$ cat config.mk
export PLATFORM = sky130hd
export DESIGN_NAME = pra_ctrl
export DESIGN_NICKNAME = d
export VERILOG_FILES = /design/src/rtl/pra_pkg.sv /design/src/rtl/pra_ctrl.sv
export SDC_FILE = /design/constraint.sdc
export NUM_CORES = 1
export LEC_CHECK = 0
export BUFFER_PORTS_ARGS = -buffer_cell sky130_fd_sc_hd__buf_2
export CAP_MARGIN = 20
export CORE_MARGIN = 1
export CORE_UTILIZATION = 47
export CTS_BUF_LIST = sky130_fd_sc_hd__clkbuf_16
export DETAILED_ROUTE_END_ITERATION = 10
export MAX_ROUTING_LAYER = met4
export PLACE_DENSITY = 0.75
export SETUP_SLACK_MARGIN = 0.02
export SLEW_MARGIN = 10
export SYNTH_ARGS = -nofsm -noshare
export SYNTH_HDL_FRONTEND = slang
export SYNTH_SLANG_ARGS = --single-unit
export TNS_END_PERCENT = 5
$ cat constraint.sdc
create_clock -name clk -period 1.7 [get_ports clk]
set_input_delay 0 -clock clk [delete_from_list [all_inputs] [get_ports clk]]
set_output_delay 0 -clock clk [all_outputs]
set_load 0.03 [all_outputs]
$ cat src/rtl/pra_pkg.sv
// Shared types and constants for the physical region allocator.
// Used by pra_ctrl, pra_datapath and the top level.
package pra_pkg;

	localparam logic [63:0] CEILING_RESET = 64'h0000_0001_0000_0000;

	typedef enum logic [1:0] {
		FN_CREATE = 2'd0,
		FN_ANY    = 2'd1,
		FN_BASE   = 2'd2,
		FN_READ   = 2'd3
	} func_t;

	typedef enum logic [2:0] {
		ST_OK      = 3'd0,
		ST_OVERLAP = 3'd1,
		ST_NOFIT   = 3'd2,
		ST_NOTFREE = 3'd3,
		ST_FULL    = 3'd4,
		ST_BADARG  = 3'd5
	} st_t;

	typedef enum logic [3:0] {
		OP_NONE,
		OP_CAP,
		OP_UP_INIT,
		OP_UP_STEP,
		OP_DN_INIT,
		OP_DN_STEP,
		OP_COMMIT,
		OP_FIND,
		OP_SHIFT,
		OP_MERGE,
		OP_INS_POST,
		OP_RD_IDX,
		OP_RES_ERR,
		OP_RES_OK,
		OP_RES_READ
	} op_t;

	typedef struct packed {
		func_t       func;
		logic [63:0] base;
		logic [63:0] size;
		logic [3:0]  region_type;
		logic [7:0]  entry_index;
	} in_item_t;

	typedef struct packed {
		logic [2:0]  status;
		logic [63:0] address;
		logic [63:0] out_size;
		logic [3:0]  out_type;
	} out_item_t;

	typedef struct packed {
		op_t op;
		st_t st;
	} cmd_t;

	typedef struct packed {
		func_t func;
		logic  bad;
		logic  up_hit;
		logic  up_done;
		logic  dn_hit;
		logic  dn_done;
		logic  find_hit;
		logic  sh_done;
		logic  mg_done;
		logic  kind_used;
		logic  exact;
		logic  full1;
		logic  full_base;
		logic  pre;
		logic  post;
		logic  out_free;
	} stat_t;

endpackage

$ cat src/rtl/pra_ctrl.sv
// Controller state machine for the physical region allocator.
// Depends on pra_pkg; sequences pra_datapath through commands and status.
module pra_ctrl import pra_pkg::*; (
	input  logic  clk,
	input  logic  arst_n,
	input  logic  in_valid,
	output logic  in_stall,
	input  stat_t stat,
	output cmd_t  cmd
);

	typedef enum logic [3:0] {
		S_IDLE,
		S_DISPATCH,
		S_SCAN_UP,
		S_SCAN_DN,
		S_CHECK,
		S_FIND,
		S_SHIFT,
		S_MERGE,
		S_POST,
		S_FINISH
	} state_t;

	state_t state_q;
	op_t    res_q;
	st_t    st_q;
	logic   post_q;

	assign in_stall = state_q != S_IDLE;

	always_comb begin
		cmd = '{op: OP_NONE, st: ST_OK};
		case (state_q)
			S_IDLE: begin
				if (in_valid)
					cmd.op = OP_CAP;
			end
			S_DISPATCH: begin
				if (!stat.bad) begin
					case (stat.func)
						FN_ANY:  cmd.op = OP_DN_INIT;
						FN_READ: cmd.op = OP_RD_IDX;
						default: cmd.op = OP_UP_INIT;
					endcase
				end
			end
			S_SCAN_UP: cmd.op = OP_UP_STEP;
			S_SCAN_DN: cmd.op = OP_DN_STEP;
			S_CHECK: begin
				case (stat.func)
					FN_CREATE: if (!stat.full1) cmd.op = OP_COMMIT;
					FN_ANY:    if (stat.exact || !stat.full1) cmd.op = OP_COMMIT;
					FN_BASE:   if (!stat.kind_used && !stat.full_base) cmd.op = OP_COMMIT;
					default:   cmd.op = OP_NONE;
				endcase
			end
			S_FIND:  cmd.op = OP_FIND;
			S_SHIFT: cmd.op = OP_SHIFT;
			S_MERGE: cmd.op = OP_MERGE;
			S_POST:  cmd.op = OP_INS_POST;
			S_FINISH: begin
				if (stat.out_free)
					cmd = '{op: res_q, st: st_q};
			end
			default: cmd.op = OP_NONE;
		endcase
	end

	always_ff @(posedge clk or negedge arst_n) begin
		if (!arst_n) begin
			state_q <= S_IDLE;
			res_q   <= OP_RES_ERR;
			st_q    <= ST_OK;
			post_q  <= 1'b0;
		end else begin
			case (state_q)
				S_IDLE: begin
					if (in_valid)
						state_q <= S_DISPATCH;
				end
				S_DISPATCH: begin
					if (stat.bad) begin
						res_q   <= OP_RES_ERR;
						st_q    <= ST_BADARG;
						state_q <= S_FINISH;
					end else begin
						case (stat.func)
							FN_ANY:  state_q <= S_SCAN_DN;
							FN_READ: begin
								res_q   <= OP_RES_READ;
								state_q <= S_FINISH;
							end
							default: state_q <= S_SCAN_UP;
						endcase
					end
				end
				S_SCAN_UP: begin
					if (stat.up_hit) begin
						if (stat.func == FN_CREATE) begin
							res_q   <= OP_RES_ERR;
							st_q    <= ST_OVERLAP;
							state_q <= S_FINISH;
						end else begin
							state_q <= S_CHECK;
						end
					end else if (stat.up_done) begin
						if (stat.func == FN_CREATE) begin
							state_q <= S_CHECK;
						end else begin
							res_q   <= OP_RES_ERR;
							st_q    <= ST_NOTFREE;
							state_q <= S_FINISH;
						end
					end
				end
				S_SCAN_DN: begin
					if (stat.dn_hit) begin
						state_q <= S_CHECK;
					end else if (stat.dn_done) begin
						res_q   <= OP_RES_ERR;
						st_q    <= ST_NOFIT;
						state_q <= S_FINISH;
					end
				end
				S_CHECK: begin
					res_q  <= OP_RES_OK;
					post_q <= 1'b0;
					case (stat.func)
						FN_CREATE: begin
							if (stat.full1) begin
								res_q   <= OP_RES_ERR;
								st_q    <= ST_FULL;
								state_q <= S_FINISH;
							end else begin
								state_q <= S_FIND;
							end
						end
						FN_ANY: begin
							if (stat.exact) begin
								state_q <= S_FINISH;
							end else if (stat.full1) begin
								res_q   <= OP_RES_ERR;
								st_q    <= ST_FULL;
								state_q <= S_FINISH;
							end else begin
								state_q <= S_FIND;
							end
						end
						FN_BASE: begin
							if (stat.kind_used) begin
								res_q   <= OP_RES_ERR;
								st_q    <= ST_NOTFREE;
								state_q <= S_FINISH;
							end else if (stat.full_base) begin
								res_q   <= OP_RES_ERR;
								st_q    <= ST_FULL;
								state_q <= S_FINISH;
							end else begin
								post_q  <= stat.pre && stat.post;
								state_q <= (stat.pre || stat.post) ? S_FIND : S_FINISH;
							end
						end
						default: state_q <= S_IDLE;
					endcase
				end
				S_FIND: begin
					if (stat.find_hit || stat.up_done)
						state_q <= S_SHIFT;
				end
				S_SHIFT: begin
					if (stat.sh_done)
						state_q <= S_MERGE;
				end
				S_MERGE: begin
					if (stat.mg_done) begin
						post_q  <= 1'b0;
						state_q <= post_q ? S_POST : S_FINISH;
					end
				end
				S_POST: state_q <= S_FIND;
				S_FINISH: begin
					if (stat.out_free)
						state_q <= S_IDLE;
				end
				default: state_q <= S_IDLE;
			endcase
		end
	end

	a_finish_loads: assert property (@(posedge clk) disable iff (!arst_n)
		(state_q == S_FINISH && stat.out_free) |=> state_q == S_IDLE)
		else $error("finish did not return to idle");
	a_accept_idle: assert property (@(posedge clk) disable iff (!arst_n)
		(cmd.op == OP_CAP) |-> (state_q == S_IDLE))
		else $error("capture outside idle");
	a_post_base: assert property (@(posedge clk) disable iff (!arst_n)
		post_q |-> stat.func == FN_BASE)
		else $error("second split pending for non base request");

endmodule

==> results of run 1 <==
==> registers in the layout, summed over array words and instances, names as in the netlist <==
name and cells:
state_q 4, post_q 1, st_q 3, res_q 2
==> power groups by stage <==
stage / sequential (uW) / combinational (uW) / clock, uW
after floorplan: 374 / 1170 / 0
after global routing: 448 / 2420 / 431
after detailed placement: 435 / 1770 / 0
after global placement: 426 / 1720 / 0
final: 440 / 2290 / 421
after CTS: 431 / 2150 / 427
==> cells in the mapped netlist, drive strengths merged <==
cell type / n / area share
and3b: 1 / 0.0079
nor4b: 2 / 0.016
o31ai: 1 / 0.0068
o21ai: 12 / 0.054
nor2: 17 / 0.060
o32ai: 2 / 0.023
o211ai: 2 / 0.018
or2: 1 / 0.0057
a221oi: 2 / 0.016
clkbuf: 2 / 0.0068
a21oi: 15 / 0.068
nand3b: 2 / 0.014
dfrtp: 10 / 0.23
nand4: 2 / 0.011
or3: 2 / 0.011
o41ai: 1 / 0.0079
nor2b: 2 / 0.011
a21o: 2 / 0.014
nand2b: 5 / 0.028
ha: 3 / 0.034
and2b: 2 / 0.014
and4bb: 1 / 0.015
mux2: 5 / 0.051
inv: 8 / 0.027
a211oi: 2 / 0.018
nor3: 5 / 0.023
nand2: 12 / 0.041
mux2i: 2 / 0.018
or4: 1 / 0.0068
buf: 7 / 0.044
o21bai: 1 / 0.0068
and2: 3 / 0.017
o2111ai: 2 / 0.016
nor3b: 2 / 0.024
and3: 1 / 0.0057
a311oi: 1 / 0.014
a31o: 1 / 0.0079
nand3: 2 / 0.014
==> critical path, cell delays in order (launching register included) <==
cell	delay, ns
dfrtp_2	0.44
and2b_2	0.27
nand3b_1	0.16
buf_6	0.14
nor3b_2	0.04
or4_4	0.41
buf_6	0.15
==> per-stage QoR <==
stage | util | TNS (ns) | hold slack [ns] | setup slack [ns] | total power, uW
5_1_grt | 0.779 | -1.43 | 0.115 | -0.186 | 3300
3_5_place_dp | 0.653 | -1.02 | -0.125 | -0.257 | 2210
4_1_cts | 0.758 | -0.668 | 0.0921 | -0.110 | 3010
2_1_floorplan | - | -0.301 | -0.296 | -0.151 | 1540
3_3_place_gp | 0.653 | -0.614 | -0.131 | -0.166 | 2140
6_report | 0.779 | -0.825 | 0.0806 | -0.155 | 3150
==> kinds of logic after synthesis <==
family	share of synthesized area
simple gates	0.324
compound gates	0.269
buf+inv	0.0781
flops	0.226
mux	0.0690
fa+ha+maj	0.0339
==> what timing repair did <==
item / in CTS / in global routing
buffers inserted: 6 / 2
endpoints found under the hold margin: 10 / 0
resized for setup: 30 / 9
hold buffers: 1 / 0
pin swaps: 12 / 3
setup endpoints to repair: 15 / 14
==> worst max-delay path by stage <==
stage / start / end / slack [ns]
CTS: state_q[3] / cmd[6] / -0.11
finish: state_q[1] / cmd[5] / -0.16
global route: state_q[1] / cmd[5] / -0.19
floorplan: stat[15] / st_q[0] / -0.15
global placement: stat[15] / st_q[0] / -0.17
detailed placement: stat[15] / st_q[0] / -0.26
==> layer usage <==
layer  share of wire  wire (um)
met4           0.048        196
met1            0.39       1600
met2            0.49       1990
met3           0.068        274
met5               0          0
==> cell type report <==
cell class	instances	area (sq um)
inverters	8	30.0
repair buffers	65	469
flip-flops and latches	10	255
multi-input cells	117	855
clock inverters	1	3.75
clock buffers	3	75.1
fillers	153	489
well taps	28	35.0
==> results.json, run 1 <==
{
  "status": "finished with violations",
  "failed_checks": "setup timing",
  "busiest_layer": "met2",
  "min-delay-start": "stat[1]",
  "antenna_cells": 0,
  "synth-seq-cells": 10,
  "netlist_area_sq_um": 1110,
  "ys_types": 48,
  "drt_iter0_drc": 51,
  "gr-usage-met2": 0.558,
  "r2r-start": "state_q[0]",
  "worst_hold_path_type": "in -> reg",
  "fin_crit_sh": 1.09,
  "r2r_cells": 7,
  "final_common_cell": "buf_4",
  "seqPwrFrac": 0.139,
  "postRouteAntennaNets": 0,
  "core-area_sq_um": 2210,
  "die_w_um": 50.5,
  "ir_worst_vdd_mv": 1.36,
  "cts_tree": "yes",
  "rsz0062_at_grt": "yes",
  "end_kind": "primary output",
  "yosys_warnings": 0,
  "hold_end": "post_q",
  "vias": 1391,
  "place_inst": 219,
  "grt_pass1_vias": 1398,
  "use_met1": 0.415,
  "period_needed_ns": 1.86,
  "hold_depth": 3,
  "ys_seq_area_frac": 0.226,
  "cts-root-buf": "clkbuf_16",
  "drc": 0,
  "internal-power_uw": 1780,
  "die-area_sq_um": 2550,
  "critPathRequiredTime_ns": 1.70,
  "overflow": 0,
  "ios": 28,
  "start_util": 0.500,
  "drt-total-wl_mm": 4.06,
  "place_area_sq_um": 1450,
  "core.rowCount": 17,
  "grt_max_degree": 12,
  "start_kind": "register",
  "clk_latency_ns": 0.24,
  "vias_per_cell": 6.00,
  "setup_viol": 11,
  "timing.final.max_slew_violations": 0,
  "cts_sinks": 10,
  "cp_max_fo": 7,
  "place_congestion": 0.950,
  "cts_buffer_depth": 2,
  "grt_usage": 0.349,
  "syn_to_final_growth_pct": 55.8,
  "power_density_nw_per_um2": 1830,
  "numPortBuffers": 27,
  "p_sw_uw": 1370,
  "final_layout_size_suffix_gt1_frac": 0.475,
  "pwr-share-clk": 0.134,
  "post_synth_inst_count": 144,
  "combPwrFrac": 0.727,
  "reg2reg_to": "state_q[3]",
  "slew_headroom": 0.739,
  "htree_levels": 1,
  "finalWorstSetupSlack_ns": -0.155,
  "worstPathArrival_ns": 1.86,
  "criticalPathCategory": "reg -> out",
  "cellLeakagePower_uw": 0.000827,
  "final_hold_viol_count": 0,
  "avgSynthCellArea_sq_um": 7.68,
  "r2r_slack_ns": -0.13,
  "met3_usage": 0.0455,
  "instances_no_fill": 232,
  "cts_made_buffers": 3,
  "firstDrtPassIters": 4,
  "clkTransAtPathRegs_ns": 0.04,
  "switching_share": 0.435,
  "dp_hpwl_mm": 2.78,
  "final_cell_area_sq_um": 1720,
  "max_cap_viol_count": 0,
  "grt_pass1_wl_mm": 6.42,
  "wl_per_cell_um": 17.5,
  "final_cell_mix": "33 x buf_4, 22 x buf_2, 14 x a21oi_1, 14 x nor2_1, 12 x nand2_1",
  "die_h_um": 50.5,
  "nets": 228,
  "tightest_slew_ns": 0.389,
  "antenna_found_initial": 0,
  "syn_nets": 167,
  "skew_ns": 0.00237,
  "fmax_mhz": 539
}
Note: power is estimated with default switching activity, not from simulation.
==> inputs of run 2 (changes only) <==
--- a/config.mk
+++ b/config.mk
@@ -8,12 +8,12 @@
 export BUFFER_PORTS_ARGS = -buffer_cell sky130_fd_sc_hd__buf_2
 export CAP_MARGIN = 20
 export CORE_MARGIN = 1
-export CORE_UTILIZATION = 47
+export CORE_UTILIZATION = 45
 export CTS_BUF_LIST = sky130_fd_sc_hd__clkbuf_16
 export DETAILED_ROUTE_END_ITERATION = 10
 export MAX_ROUTING_LAYER = met4
-export PLACE_DENSITY = 0.75
-export SETUP_SLACK_MARGIN = 0.02
+export PLACE_DENSITY = 0.72
+export SETUP_SLACK_MARGIN = 0.4
 export SLEW_MARGIN = 10
 export SYNTH_ARGS = -nofsm -noshare
 export SYNTH_HDL_FRONTEND = slang
==> run 2 against run 1 <==
  * The flow still finishes with violations (setup timing)
  * Core utilization rose by 2.2 points
  * Combinational power grew 7%
  * Global-route usage is 0.45 points higher
  * Routed wire length is 9.7% higher
  * First-iteration DRC count rose by 73%
==> results.json, run 2 (synthesized netlist as in run 1, its figures left out) <==
{
  "status": "finished with violations",
  "failed_checks": "setup timing",
  "period_needed_ns": 1.95,
  "grt_usage": 0.353,
  "ios": 28,
  "met3_usage": 0.0643,
  "cts_made_buffers": 3,
  "top_regs": "state_q x4, st_q x3, res_q x2",
  "drc": 0,
  "slew_headroom": 0.739,
  "overflow": 0,
  "hold_end": "post_q",
  "drt-total-wl_mm": 4.45,
  "path_cells": "and2b_2, nand3b_1, nor3b_1, or4_4, buf_6",
  "final_common_cell": "buf_4",
  "core.rowCount": 17,
  "core-area_sq_um": 2250,
  "timing.final.max_slew_violations": 0,
  "numPortBuffers": 27,
  "slowest_delay_ns": 0.50,
  "skew_ns": 0.00634,
  "instances_no_fill": 240,
  "crit_slowest_cell": "or4_4",
  "syn_to_final_growth_pct": 63.2,
  "multiInputGateArea_sq_um": 883,
  "min-delay-start": "stat[1]",
  "dp_hpwl_mm": 2.75,
  "r2r-start": "state_q[2]",
  "final_layout_size_suffix_gt1_frac": 0.519,
  "r2r_cells": 7,
  "vias_per_cell": 6.17,
  "grt_max_degree": 11,
  "start_kind": "register",
  "nets": 236,
  "drt_iter0_drc": 88,
  "firstDrtPassIters": 5,
  "cts_tree": "yes",
  "criticalPathCategory": "reg -> out",
  "cp_max_fo": 7,
  "clkTransAtPathRegs_ns": 0.04,
  "antenna_found_initial": 0,
  "fmax_mhz": 514,
  "post-route-util": 0.801,
  "grt_pass1_wl_mm": 6.51,
  "vias": 1481,
  "worstPathArrival_ns": 1.95,
  "nFillCells": 135,
  "use_met1": 0.426,
  "reg2reg_to": "st_q[0]",
  "register_area_sq_um": 255,
  "finalWorstSetupSlack_ns": -0.247,
  "antenna_cells": 0,
  "critPathRequiredTime_ns": 1.70,
  "final_hold_viol_count": 0,
  "largest_register_ff_count": 4,
  "max_cap_viol_count": 0,
  "worst_hold_path_type": "in -> reg",
  "start_util": 0.491,
  "cts-root-buf": "clkbuf_16",
  "cp_top_family": "simple AND/OR/NAND/NOR gates",
  "busiest_layer": "met2",
  "cts_sinks": 10,
  "die_h_um": 51.6,
  "critPathBufInv": 1,
  "setup_viol": 13,
  "place_inst": 224,
  "grt_pass1_vias": 1362,
  "end_kind": "primary output",
  "final_cell_mix": "46 x buf_4, 20 x buf_2, 14 x nor2_1, 13 x a21oi_1, 12 x nand2_1",
  "tightest_slew_ns": 0.390,
  "postRouteAntennaNets": 0,
  "fin_crit_sh": 1.15,
  "hold_depth": 3,
  "die-area_sq_um": 2660,
  "rsz0062_at_grt": "yes",
  "gr-usage-met2": 0.571,
  "cts_buffer_depth": 2,
  "cellLeakagePower_uw": 0.000877,
  "final.setup.tns_ns": -2.19,
  "ir_worst_vdd_mv": 1.51,
  "r2r_slack_ns": -0.20,
  "clk_latency_ns": 0.25,
  "wl_per_cell_um": 18.6,
  "power_density_nw_per_um2": 1840,
  "htree_levels": 1,
  "die_w_um": 51.6,
  "largest-register": "state_q",
  "place_congestion": 0.979
}
-- run 2: changes by cell type in the layout (fill, tap and decap cells not counted), moves of 2 or more --
cell     delta
buf_2       -2
buf_4      +13
buf_6       -3
mux2_1      -2
mux2_4      +2
o21ai_0     -2
-- run 2: report_power, final --
group | internal (uW) | switching [uW] | total (uW)
Combinational | 1220 | 1210 | 2440
Sequential | 332 | 107 | 439
Clock | 310 | 130 | 440
-- run 2: layout make-up --
class                           instances  area share
Tap cell                               28      0.0194
Clock inverter                          1     0.00208
Timing Repair Buffer                   73       0.290
Sequential cell                        10       0.141
Multi-Input combinational cell        117       0.489
Clock buffer                            3      0.0416
Inverter                                8      0.0166
-- run 2: worst register-to-register path: stages (launching register included) --
cell	delay, ns
dfrtp_2	0.45
buf_6	0.14
nor2_4	0.16
nand3b_1	0.25
buf_4	0.22
buf_6	0.10
nor3b_4	0.16
mux2_4	0.31
-- run 2: worst max path at each step --
stage	from	to	slack, ns	cells past startpoint
global placement	state_q[0]	state_q[0]	-0.03	5
finish	state_q[1]	cmd[5]	-0.25	5
global route	state_q[2]	cmd[6]	-0.32	7
CTS	state_q[3]	state_q[3]	-0.12	6
floorplan	state_q[2]	state_q[0]	0.05	5
detailed placement	state_q[3]	state_q[3]	-0.18	6
-- run 2: metrics by stage --
stage                     hold WS (ns)  power, uW  instance area [sq um]  setup WS (ns)
after floorplan                 -0.296       1590                   1140         0.0453
after global placement          -0.123       2210                   1510        -0.0318
after detailed placement        -0.121       2250                   1510         -0.177
after CTS                       0.0231       3050                   1740         -0.124
after global routing            0.0467       3470                   1810         -0.322
final                           0.0158       3320                   1810         -0.247
-- run 2: repair_timing --
| item | CTS | global route |
|---|---|---|
| buffers inserted | 8 | 3 |
| hold endpoints to repair | 10 | 0 |
| endpoints found under the setup margin | 18 | 18 |
| hold buffers | 1 | 0 |
| resized for setup | 31 | 9 |
| pin swaps | 6 | 4 |
-- run 2: layer usage --
metal	share of wire	vias up	routed length [um]
li1	-	659	-
met1	0.38	691	1690
met2	0.47	96	2090
met3	0.10	35	446
met4	0.051	0	227
met5	0	-	0
